`src/design/jict_pkg.sv`:
```
`default_nettype none
package jict_pkg;

	localparam int CHUNK_DEPTH = 64;
	localparam int WP_AW = $clog2(CHUNK_DEPTH);
	localparam int LEN_W = WP_AW + 1;
	localparam int MUL_AW = 33;
	localparam int MUL_BW = 32;
	localparam int MUL_PW = MUL_AW + MUL_BW;
	localparam int DIV_NW = 53;
	localparam int DIV_DW = 20;
	localparam int TERM_W = MUL_PW - 15;
	localparam int QF_W = DIV_NW + 2;

	localparam logic [2:0] REG_STIFF = 3'd0;
	localparam logic [2:0] REG_DAMP = 3'd1;
	localparam logic [2:0] REG_GSMOOTH = 3'd2;
	localparam logic [2:0] REG_VSMOOTH = 3'd3;
	localparam logic [2:0] REG_PERIOD = 3'd4;

	localparam logic [1:0] REQ_WRITE = 2'd0;
	localparam logic [1:0] REQ_START = 2'd1;
	localparam logic [1:0] REQ_TICK = 2'd2;
	localparam logic [1:0] REQ_ACTIVATE = 2'd3;

	localparam logic [1:0] RGN_NONE = 2'd0;
	localparam logic [1:0] RGN_BEFORE = 2'd1;
	localparam logic [1:0] RGN_INTERP = 2'd2;
	localparam logic [1:0] RGN_HOLD = 2'd3;

	localparam logic [16:0] ONE_Q16 = 17'd65536;
	localparam logic [31:0] TICKS_PER_SEC = 32'd1000000;

	function automatic logic [MUL_AW-1:0] mag33(input logic signed [MUL_AW-1:0] x);
		mag33 = x[MUL_AW-1] ? MUL_AW'(-x) : MUL_AW'(x);
	endfunction

	// floor(+-p / 65536)
	function automatic logic signed [TERM_W-1:0] q16_floor(input logic neg,
			input logic [MUL_PW-1:0] p);
		logic [MUL_PW-1:0] m;
		m = neg ? (p + MUL_PW'(65535)) >> 16 : p >> 16;
		q16_floor = neg ? -$signed(TERM_W'(m)) : $signed(TERM_W'(m));
	endfunction

	function automatic logic signed [QF_W-1:0] div_floor(input logic neg,
			input logic [DIV_NW-1:0] q, input logic nz);
		logic [QF_W-1:0] m;
		m = QF_W'(q) + QF_W'(neg & nz);
		div_floor = neg ? -$signed(m) : $signed(m);
	endfunction

	function automatic logic [16:0] clamp_w(input logic [16:0] w);
		clamp_w = (w > ONE_Q16) ? ONE_Q16 : w;
	endfunction

endpackage
`default_nettype wire

```
`src/design/jict_div.sv`:
```
`default_nettype none
module jict_div (
	input  wire logic                          clk,
	input  wire logic                          arst_n,
	input  wire logic                          start,
	input  wire logic [jict_pkg::DIV_NW-1:0]   num,
	input  wire logic [jict_pkg::DIV_DW-1:0]   den,
	output logic                               done,
	output logic [jict_pkg::DIV_NW-1:0]        quo,
	output logic [jict_pkg::DIV_DW-1:0]        rem
);
	import jict_pkg::*;

	logic [DIV_NW-1:0] n_q;
	logic [DIV_DW-1:0] r_q;
	logic [DIV_DW-1:0] d_q;
	logic [5:0] cnt_q;
	logic busy_q;
	logic [DIV_DW:0] trial;

	assign done = busy_q && cnt_q == 6'd0;
	assign quo = n_q;
	assign rem = r_q;
	assign trial = {r_q, n_q[DIV_NW-1]};

	always_ff @(posedge clk or negedge arst_n) begin
		if (!arst_n) begin
			busy_q <= 1'b0;
			cnt_q <= 6'd0;
		end else if (start) begin
			busy_q <= 1'b1;
			cnt_q <= 6'(DIV_NW);
		end else if (busy_q) begin
			if (cnt_q == 6'd0) busy_q <= 1'b0;
			else cnt_q <= cnt_q - 6'd1;
		end
	end

	// restoring division, quotient bits shift in behind the dividend
	always_ff @(posedge clk) begin
		if (start) begin
			n_q <= num;
			r_q <= '0;
			d_q <= den;
		end else if (busy_q && cnt_q != 6'd0) begin
			if (trial >= {1'b0, d_q}) begin
				r_q <= DIV_DW'(trial - {1'b0, d_q});
				n_q <= {n_q[DIV_NW-2:0], 1'b1};
			end else begin
				r_q <= trial[DIV_DW-1:0];
				n_q <= {n_q[DIV_NW-2:0], 1'b0};
			end
		end
	end
endmodule
`default_nettype wire

```
`config.mk`:
```
export PLATFORM = sky130hd
export DESIGN_NAME = jict_div
export DESIGN_NICKNAME = d
export VERILOG_FILES = /design/src/design/jict_pkg.sv /design/src/design/jict_div.sv
export SDC_FILE = /design/constraint.sdc
export NUM_CORES = 1
export LEC_CHECK = 0
export BUFFER_PORTS_ARGS = -buffer_cell sky130_fd_sc_hd__buf_2
export CAP_MARGIN = 15
export CORE_MARGIN = 2
export CORE_UTILIZATION = 52
export CTS_CLUSTER_DIAMETER = 40
export DETAILED_ROUTE_END_ITERATION = 10
export PLACE_DENSITY = 0.76
export SYNTH_ARGS = -nofsm -noshare
export SYNTH_HDL_FRONTEND = slang
export SYNTH_SLANG_ARGS = --single-unit
```
`constraint.sdc`:
```
create_clock -name clk -period 3.3 [get_ports clk]
set_input_delay 0.165 -clock clk [delete_from_list [all_inputs] [get_ports clk]]
set_output_delay 0.165 -clock clk [all_outputs]
set_load 0.02 [all_outputs]
```
==> out/qor.yml <==
timing:
  finalSetupTns_ps: 0
  worst_hold_slack_ps: 70.3
  max_freq_ghz: 0.358
  finalSetupViolations: 0
  worst_pin_slew_ps: 768
  period_needed_ps: 2790
  finalHoldViolCount: 0
  rsz0062_at_grt: "no"
  slew_headroom_pct: 48.8
  finalMaxSlewViolations: 0
  fin_crit_sh_pct: 84.7
  fin_skew_ps: 14.5
yosys:
  synth-simple-area-share_pct: 8.29
  syn_area_um2: 5210
  ys_types: 56
  synth-xor-area-share_pct: 3.19
  yosys-top-cells-area: "edfxtp_1 (42%), mux2_2 (11%), dfxtp_1 (7.7%)"
  synthFlopType: "edfxtp_1"
  synth_compound_area_share_pct: 10.9
  yosysTopAreaCell: "edfxtp_1"
  synth_nets: 522
  async_reset_ff_share_pct: 7.00
  yosys-mux-area-fraction_pct: 13.6
  synth_fa_ha_area_share_pct: 5.67
  synth_seq_cells: 100
  yosys_warnings: 0
  ys_seq_area_share_pct: 53.1
  synth_top_family_by_area: "multiplexers"
  synth_most_common_cell: "edfxtp_1"
  ys_top_cells_by_count: "edfxtp_1 (73), mux2_2 (53), nor2_1 (33), inv_1 (29), ha_1 (22)"
  synth_top_area_share_pct: 42.1
  postSynthCellCount: 423
  synth-edff-count: 73
  avgSynthCellArea_um2: 12.3
die:
  placementRows: 36
  initial_core_util_pct: 53.5
  coreArea_um2: 9730
  fp.dieW_um: 104
  io_pins: 150
  die_h_um: 104
  die_area_um2: 10800
clocking:
  clkTransAtPathRegs_ps: 100
  cts_buffers: 9
  cts_root_buffer: "clkbuf_8"
  clk_path_buf_depth: 2
  cts_sinks: 100
  post_cts_buffers: 0
  htree_num_levels: 3
  clock_latency_ps: 390
  cts_tree: "yes"
cells_and_area:
  fin_nets: 689
  multi_input_area_um2: 2170
  num-fill-cells: 791
  final_area_um2: 6390
  syn_to_final_growth_pct: 22.7
  fin_cells: 728
  antenna_cells: 0
  regArea_um2: 2770
  post-route-util_pct: 65.7
  drive_gt1_share_pct: 39.3
status:
  status: "completed"
critical_path:
  reg2reg_depth: 9
  critical_path_depth: 9
  arrival_ps: 3020
  required_ps: 3530
  crit_slowest_cell: "a21oi_1"
  endpoint_kind: "flip-flop"
  crit_path_max_fanout: 10
  crit_chain: "ha_1 > a21oi_1 > o21bai_1 > a21oi_1 > a21oi_1 > a21boi_4 > buf_4 > or3_2 > o22ai_1"
  crit_path_frequent_cell: "a21oi_1"
  crit_type: "reg -> reg"
  max_stage_delay_ps: 450
  worst-path-buf-inv: 1
  critPathLaunchType: "flip-flop"
  cpLargestDelayFamily: "compound AO/OA/AOI/OAI gates"
routing:
  via_per_inst: 5.38
  ant_nets: 0
  drc: 0
  drtIter0Drc: 161
  dr.pass1.iters: 4
  wire_per_inst_um: 16.1
  num_vias: 3913
  drt-total-wl_um: 11700
global_route:
  grt_usage_pct: 22.6
  grt_pass1_wl_um: 19600
  grt_pass1_vias: 4140
  grt-ovfl-total: 0
  antenna_found_initial: 0
  grt_max_degree: 66
placement:
  gp_congestion: 0.827
  portBuffers: 149
  place_inst: 691
  hpwl_um: 8590
  dpl_cell_area_um2: 6010
job:
  maxCapViolations: 0
pwr:
  ir_drop_mv: 0.350
  p_leak_uw: 0.00289
  p_per_area_nw_per_um2: 637
hold_path:
  whs_path_depth: 2
  hold_class: "in -> reg"
[worst paths after layout]
path	startpoint	to	slack [ps]
setup / recovery	rem[13]$_SDFFE_PP0P_	rem[19]$_SDFFE_PP0P_	510
hold / removal	num[41]	quo[41]$_DFFE_PP_	70
setup reg to reg	rem[13]$_SDFFE_PP0P_	rem[19]$_SDFFE_PP0P_	510
hold reg to reg	rem[8]$_SDFFE_PP0P_	rem[8]$_SDFFE_PP0P_	530
max in group asynchronous	arst_n	cnt_q[4]$_DFFE_PN0P_	2990
min in group asynchronous	arst_n	cnt_q[0]$_DFFE_PN0P_	150
[repair_timing]
item	in CTS	in global routing
endpoints found under the hold margin	27	0
hold buffers	21	0
resized for setup	0	0
[layer usage]
| layer | GRT usage (%) | share of wire, % | wire length, µm | vias to the layer above |
|---|---|---|---|---|
| met2 | 38.9 | 50 | 5910 | 141 |
| met1 | 26.3 | 41 | 4820 | 1849 |
| li1 | - | - | - | 1905 |
| met5 | 0 | 0 | 0 | - |
| met4 | 6.76 | 1.5 | 174 | 0 |
| met3 | 8.65 | 7.1 | 834 | 18 |
[placed cells by master, fill, tap and decap left out, drive strengths merged, types with 10 or more instances in the layout]
cell	instances
a211oi	15
a21oi	19
buf	154
clkbuf	10
dfxtp	20
dlygate4sd3	21
edfxtp	73
ha	22
inv	32
mux2	53
mux2i	11
nand2	16
nor2	33
o21ai	14
xnor2	15
[area by class of cell]
| cell class | count | share of cell area, % |
|---|---|---|
| clock buffer | 10 | 2.00 |
| inverter | 29 | 1.70 |
| sequential | 100 | 43.3 |
| clock inverter | 6 | 0.724 |
| tap | 133 | 2.60 |
| timing repair buffer | 175 | 15.8 |
| multi-input combinational | 275 | 33.9 |
[through the flow]
stage | power, µW | worst slack, ps
after global routing | 4330 | 308
after global placement | 3300 | 647
after detailed placement | 3350 | 515
final | 4070 | 506
after CTS | 4100 | 503
after floorplan | 2950 | 653
[report_power, final]
group	total [µW]	switching [µW]	internal (µW)
logic	1640	933	706
registers	1710	152	1550
clock network	728	447	281
[state kept, by name, summed over array words and instances (netlist names)]
register / cells
cnt_q: 6
quo: 53
busy_q: 1
rem: 20
d_q: 20
[cells by family (layout without fill, tap and decap cells)]
kind of cell	count (synthesis)	in the layout
adder cells (fa/ha/maj)	23	23
buffers and inverters	48	220
multiplexers	64	64
flip-flops	100	100
AO/OA/AOI/OAI	81	81
XOR/XNOR	19	19
AND/OR/NAND/NOR	88	88
(Power assumes the default switching activity.)
