$ cat config.mk
export PLATFORM = sky130hd
export DESIGN_NAME = jict_mul
export DESIGN_NICKNAME = d
export VERILOG_FILES = /design/src/design/jict_pkg.sv /design/src/design/jict_mul.sv
export SDC_FILE = /design/constraint.sdc
export NUM_CORES = 1
export LEC_CHECK = 0
export BUFFER_PORTS_ARGS = -buffer_cell sky130_fd_sc_hd__buf_2
export CAP_MARGIN = 25
export CELL_PAD_IN_SITES_DETAIL_PLACEMENT = 0
export CELL_PAD_IN_SITES_GLOBAL_PLACEMENT = 1
export CORE_MARGIN = 4
export CORE_UTILIZATION = 48
export CTS_BUF_LIST = sky130_fd_sc_hd__clkbuf_4 sky130_fd_sc_hd__clkbuf_8 sky130_fd_sc_hd__clkbuf_16
export CTS_CLUSTER_DIAMETER = 200
export DETAILED_ROUTE_END_ITERATION = 8
export GPL_TIMING_DRIVEN = 0
export PLACE_DENSITY = 0.95
export SLEW_MARGIN = 20
export SYNTH_ARGS = -nofsm -noshare
export SYNTH_HDL_FRONTEND = slang
export SYNTH_SLANG_ARGS = --single-unit
$ cat constraint.sdc
create_clock -name clk -period 7 [get_ports clk]
set_clock_uncertainty 0.05 [all_clocks]
set_input_delay 1.4 -clock clk [delete_from_list [all_inputs] [get_ports clk]]
set_output_delay 1.4 -clock clk [all_outputs]
set_load 0.01 [all_outputs]
$ cat src/design/jict_pkg.sv
`default_nettype none
package jict_pkg;

	localparam int CHUNK_DEPTH = 64;
	localparam int WP_AW = $clog2(CHUNK_DEPTH);
	localparam int LEN_W = WP_AW + 1;
	localparam int MUL_AW = 33;
	localparam int MUL_BW = 32;
	localparam int MUL_PW = MUL_AW + MUL_BW;
	localparam int DIV_NW = 53;
	localparam int DIV_DW = 20;
	localparam int TERM_W = MUL_PW - 15;
	localparam int QF_W = DIV_NW + 2;

	localparam logic [2:0] REG_STIFF = 3'd0;
	localparam logic [2:0] REG_DAMP = 3'd1;
	localparam logic [2:0] REG_GSMOOTH = 3'd2;
	localparam logic [2:0] REG_VSMOOTH = 3'd3;
	localparam logic [2:0] REG_PERIOD = 3'd4;

	localparam logic [1:0] REQ_WRITE = 2'd0;
	localparam logic [1:0] REQ_START = 2'd1;
	localparam logic [1:0] REQ_TICK = 2'd2;
	localparam logic [1:0] REQ_ACTIVATE = 2'd3;

	localparam logic [1:0] RGN_NONE = 2'd0;
	localparam logic [1:0] RGN_BEFORE = 2'd1;
	localparam logic [1:0] RGN_INTERP = 2'd2;
	localparam logic [1:0] RGN_HOLD = 2'd3;

	localparam logic [16:0] ONE_Q16 = 17'd65536;
	localparam logic [31:0] TICKS_PER_SEC = 32'd1000000;

	function automatic logic [MUL_AW-1:0] mag33(input logic signed [MUL_AW-1:0] x);
		mag33 = x[MUL_AW-1] ? MUL_AW'(-x) : MUL_AW'(x);
	endfunction

	// floor(+-p / 65536)
	function automatic logic signed [TERM_W-1:0] q16_floor(input logic neg,
			input logic [MUL_PW-1:0] p);
		logic [MUL_PW-1:0] m;
		m = neg ? (p + MUL_PW'(65535)) >> 16 : p >> 16;
		q16_floor = neg ? -$signed(TERM_W'(m)) : $signed(TERM_W'(m));
	endfunction

	function automatic logic signed [QF_W-1:0] div_floor(input logic neg,
			input logic [DIV_NW-1:0] q, input logic nz);
		logic [QF_W-1:0] m;
		m = QF_W'(q) + QF_W'(neg & nz);
		div_floor = neg ? -$signed(m) : $signed(m);
	endfunction

	function automatic logic [16:0] clamp_w(input logic [16:0] w);
		clamp_w = (w > ONE_Q16) ? ONE_Q16 : w;
	endfunction

endpackage
`default_nettype wire

$ cat src/design/jict_mul.sv
`default_nettype none
module jict_mul (
	input  wire logic                          clk,
	input  wire logic                          arst_n,
	input  wire logic                          start,
	input  wire logic [jict_pkg::MUL_AW-1:0]   a,
	input  wire logic [jict_pkg::MUL_BW-1:0]   b,
	output logic                               done,
	output logic [jict_pkg::MUL_PW-1:0]        prod
);
	import jict_pkg::*;

	logic [MUL_PW-1:0] acc_q;
	logic [MUL_PW-1:0] a_q;
	logic [MUL_BW-1:0] b_q;
	logic [5:0] cnt_q;
	logic busy_q;

	assign done = busy_q && cnt_q == 6'd0;
	assign prod = acc_q;

	// shift-add, one multiplier bit per cycle
	always_ff @(posedge clk or negedge arst_n) begin
		if (!arst_n) begin
			busy_q <= 1'b0;
			cnt_q <= 6'd0;
		end else if (start) begin
			busy_q <= 1'b1;
			cnt_q <= 6'(MUL_BW);
		end else if (busy_q) begin
			if (cnt_q == 6'd0) busy_q <= 1'b0;
			else cnt_q <= cnt_q - 6'd1;
		end
	end

	always_ff @(posedge clk) begin
		if (start) begin
			acc_q <= '0;
			a_q <= MUL_PW'(a);
			b_q <= b;
		end else if (busy_q && cnt_q != 6'd0) begin
			if (b_q[0]) acc_q <= acc_q + a_q;
			a_q <= a_q << 1;
			b_q <= b_q >> 1;
		end
	end
endmodule
`default_nettype wire

==> impl_metrics.yaml <==
run_status:
  status: "completed"
global_routing:
  use_met3_pct: 4.92
  grt_pass1_wl_mm: 45.0
  grt_antenna_before_repair: 1
  overflow: 0
  grt_max_degree: 35
  busiest_layer: "met2"
  grt_pass1_vias: 8974
  track_usage_pct: 23.2
  gr-usage-met1_pct: 31.0
  gr-usage-met2_pct: 38.1
floorplanning:
  die_width_um: 153
  rows: 52
  core_area_um2: 20500
  dieArea_um2: 23600
  pin_count: 134
  die_y_um: 153
  start_util_pct: 49.6
timing:
  setup_viol: 0
  hold_viol_final: 0
  worst_pin_slew_ns: 0.915
  slew_headroom_pct: 38.7
  rsz0062_at_grt: "false"
  setup_tns_ns: 0
  fmax_ghz: 0.247
  fin_crit_ns: 4.06
  setup_slack_ns: 2.94
  slew_viol_final: 0
  whs_ns: 0.424
  finalCritPeriodShare_pct: 57.9
yosys:
  synth_seq_cells: 169
  syn-cell-area_um2: 10200
  synth_fp_nets: 1294
  synthMuxAreaShare_pct: 6.98
  synth_compound_area_share_pct: 20.0
  synth_edf_count: 65
  ys_types: 59
  synthSimpleGateAreaFrac_pct: 17.3
  synth_warnings: 0
  avgSynthCellArea_um2: 8.77
  synth_cells: 1159
  synthAdderAreaFrac_pct: 8.33
  synth_xor_area_share_pct: 4.40
  synth_top_family_by_area: "compound AO/OA/AOI/OAI gates"
  synth-seq-area-share_pct: 40.0
  synthArstFlopShare_pct: 4.14
  synth-main-ff-cell: "dfxtp_1"
cells_and_area:
  fillerInstances: 1910
  nets: 1449
  area_growth_pct: 16.3
  ff_latch_area_um2: 4070
  n_antenna_cell: 0
  drive_gt1_share_pct: 18.3
  multiInputGateArea_um2: 5800
cts:
  cts.root.buffer_cell: "clkbuf_16"
  htree_num_levels: 4
  cts.path.max_buffers: 2
  insertion_delay_ns: 0.45
  cts_buffers: 17
  cts_tree: "yes"
  clk_pin_slew_ns: 0.08
  cts.sinks: 169
  post_cts_buffers: 0
  cts_resized: 0
  hold_buffers: 0
critical_path:
  worstRegToRegCells: 11
  crit_arrival_ns: 4.34
  cp_max_fo: 6
  critPathBufInv: 0
  cp-end-kind: "flop"
  timing.critical_path.cells: "ha_1 > nand2_2 > or4_1 > or4_1 > a31oi_1 > nor3_1 > o41a_1 > o311ai_4 > a41o_1 > a21oi_1 > or3b_1"
  crit_type: "reg -> reg"
  cpPeakStageDelay_ns: 0.57
  crit_cells: 11
  crit_path_top_delay_cell: "or4_1"
  crit_family: "simple AND/OR/NAND/NOR gates"
  required_ns: 7.28
  start_kind: "flop"
  crit_path_frequent_cell: "or4_1"
detailed_routing:
  vias: 9098
  routed_wl_mm: 27.4
  vias_per_cell: 5.70
  drc: 0
  avgRoutedWirePerCell_um: 17.2
  drtIter0Drc: 643
  antenna_left: 0
  first_pass_iters: 5
placed_design:
  portBuffers: 133
  place_ws_ns: 2.93
  dpl.hpwl_mm: 20.9
  gp_congestion: 0.926
hold_path:
  hold_depth: 2
  hold_class: "reg -> reg"
power_and_ir_drop:
  ir_drop_mv: 0.197
  leakage_nw: 5.08
  totalPowerFinal_mw: 4.30
  powerDensity_nw_per_um2: 364
flow_run:
  cap_viol_max_count: 0
==> state kept, by name (all words and copies together), names as in the netlist <==
name	cells
prod	65
b_q	32
a_q	65
cnt_q	6
busy_q	1
==> worst reg2reg max path, cell delays in order (launching register included) <==
cell,delay (ns)
edfxtp_1,0.40
ha_1,0.43
nand2_2,0.11
or4_1,0.57
or4_1,0.42
a31oi_1,0.21
nor3_1,0.17
o41a_1,0.53
o311ai_4,0.36
a41o_1,0.25
a21oi_1,0.07
or3b_1,0.38
==> cell usage after synthesis (all sizes together), types with 18 or more instances <==
master    n  area [um2]
nand4    18         113
edfxtp   65        1950
ha       66         826
a21o     39         293
nand3    26         130
o21ai    42         210
a21oi   161         806
nor2     57         214
dfxtp    97        1940
mux2     63         709
clkbuf   58         218
nand2   224         843
xnor2    35         307
nor3     20         100
==> power breakdown <==
group	switching (mW)	internal [mW]	leakage, nW
combinational	1.17	0.727	3.22
sequential	0.156	1.28	1.56
clock	0.478	0.487	0.298
==> stage by stage <==
stage	instances	utilization, %	cell area [um2]
after detailed placement	1563	54.6	11200
after global routing	1597	57.7	11800
final	1597	57.7	11800
after floorplan	1159	-	10200
after global placement	1562	54.5	11200
after CTS	1595	57.6	11800
==> layout make-up <==
cell class | instances | area share [%]
repair buffers | 136 | 5.89
plain buffers | 63 | 2.02
well taps | 270 | 2.86
clock inverters | 15 | 1.62
inverters | 17 | 0.540
multi-input cells | 910 | 49.0
flip-flops and latches | 169 | 34.4
clock buffers | 17 | 3.60
==> cells in the final DEF, fill, tap and decap left out, drive strengths merged, types with 11 or more instances in the layout <==
| cell type | n |
|---|---|
| nor2 | 57 |
| nor3 | 20 |
| xnor2 | 35 |
| o21bai | 12 |
| nand3 | 26 |
| mux2 | 63 |
| a31oi | 11 |
| inv | 23 |
| a21oi | 161 |
| o21ai | 42 |
| edfxtp | 65 |
| nand2 | 224 |
| buf | 139 |
| dfxtp | 97 |
| nand4 | 18 |
| ha | 66 |
| a211oi | 11 |
| a21o | 39 |
| xor2 | 16 |
| clkbuf | 77 |
==> worst paths after layout <==
path	from	to	slack (ns)
max in group asynchronous	arst_n	cnt_q[5]	6.00
hold / removal	a_q[64]	a_q[64]	0.42
min in group asynchronous	arst_n	cnt_q[3]	0.73
setup / recovery	a_q[27]	prod[61]	2.94
hold reg to reg	a_q[64]	a_q[64]	0.42
setup reg to reg	a_q[27]	prod[61]	2.94
==> metal layers <==
metal,wire length [um],up-vias
li1,-,4501
met1,12400,4279
met2,12700,267
met3,1780,49
met4,524,2
met5,8,-
==> logic make-up (layout without fill, tap and decap cells) <==
logic type	after synthesis	in the layout
mux	63	63
simple gates	399	399
buf+inv	80	248
compound gates	330	330
flops	169	169
xor+xnor	51	51
fa+ha+maj	67	67
Power figures use the tool's default switching activity.
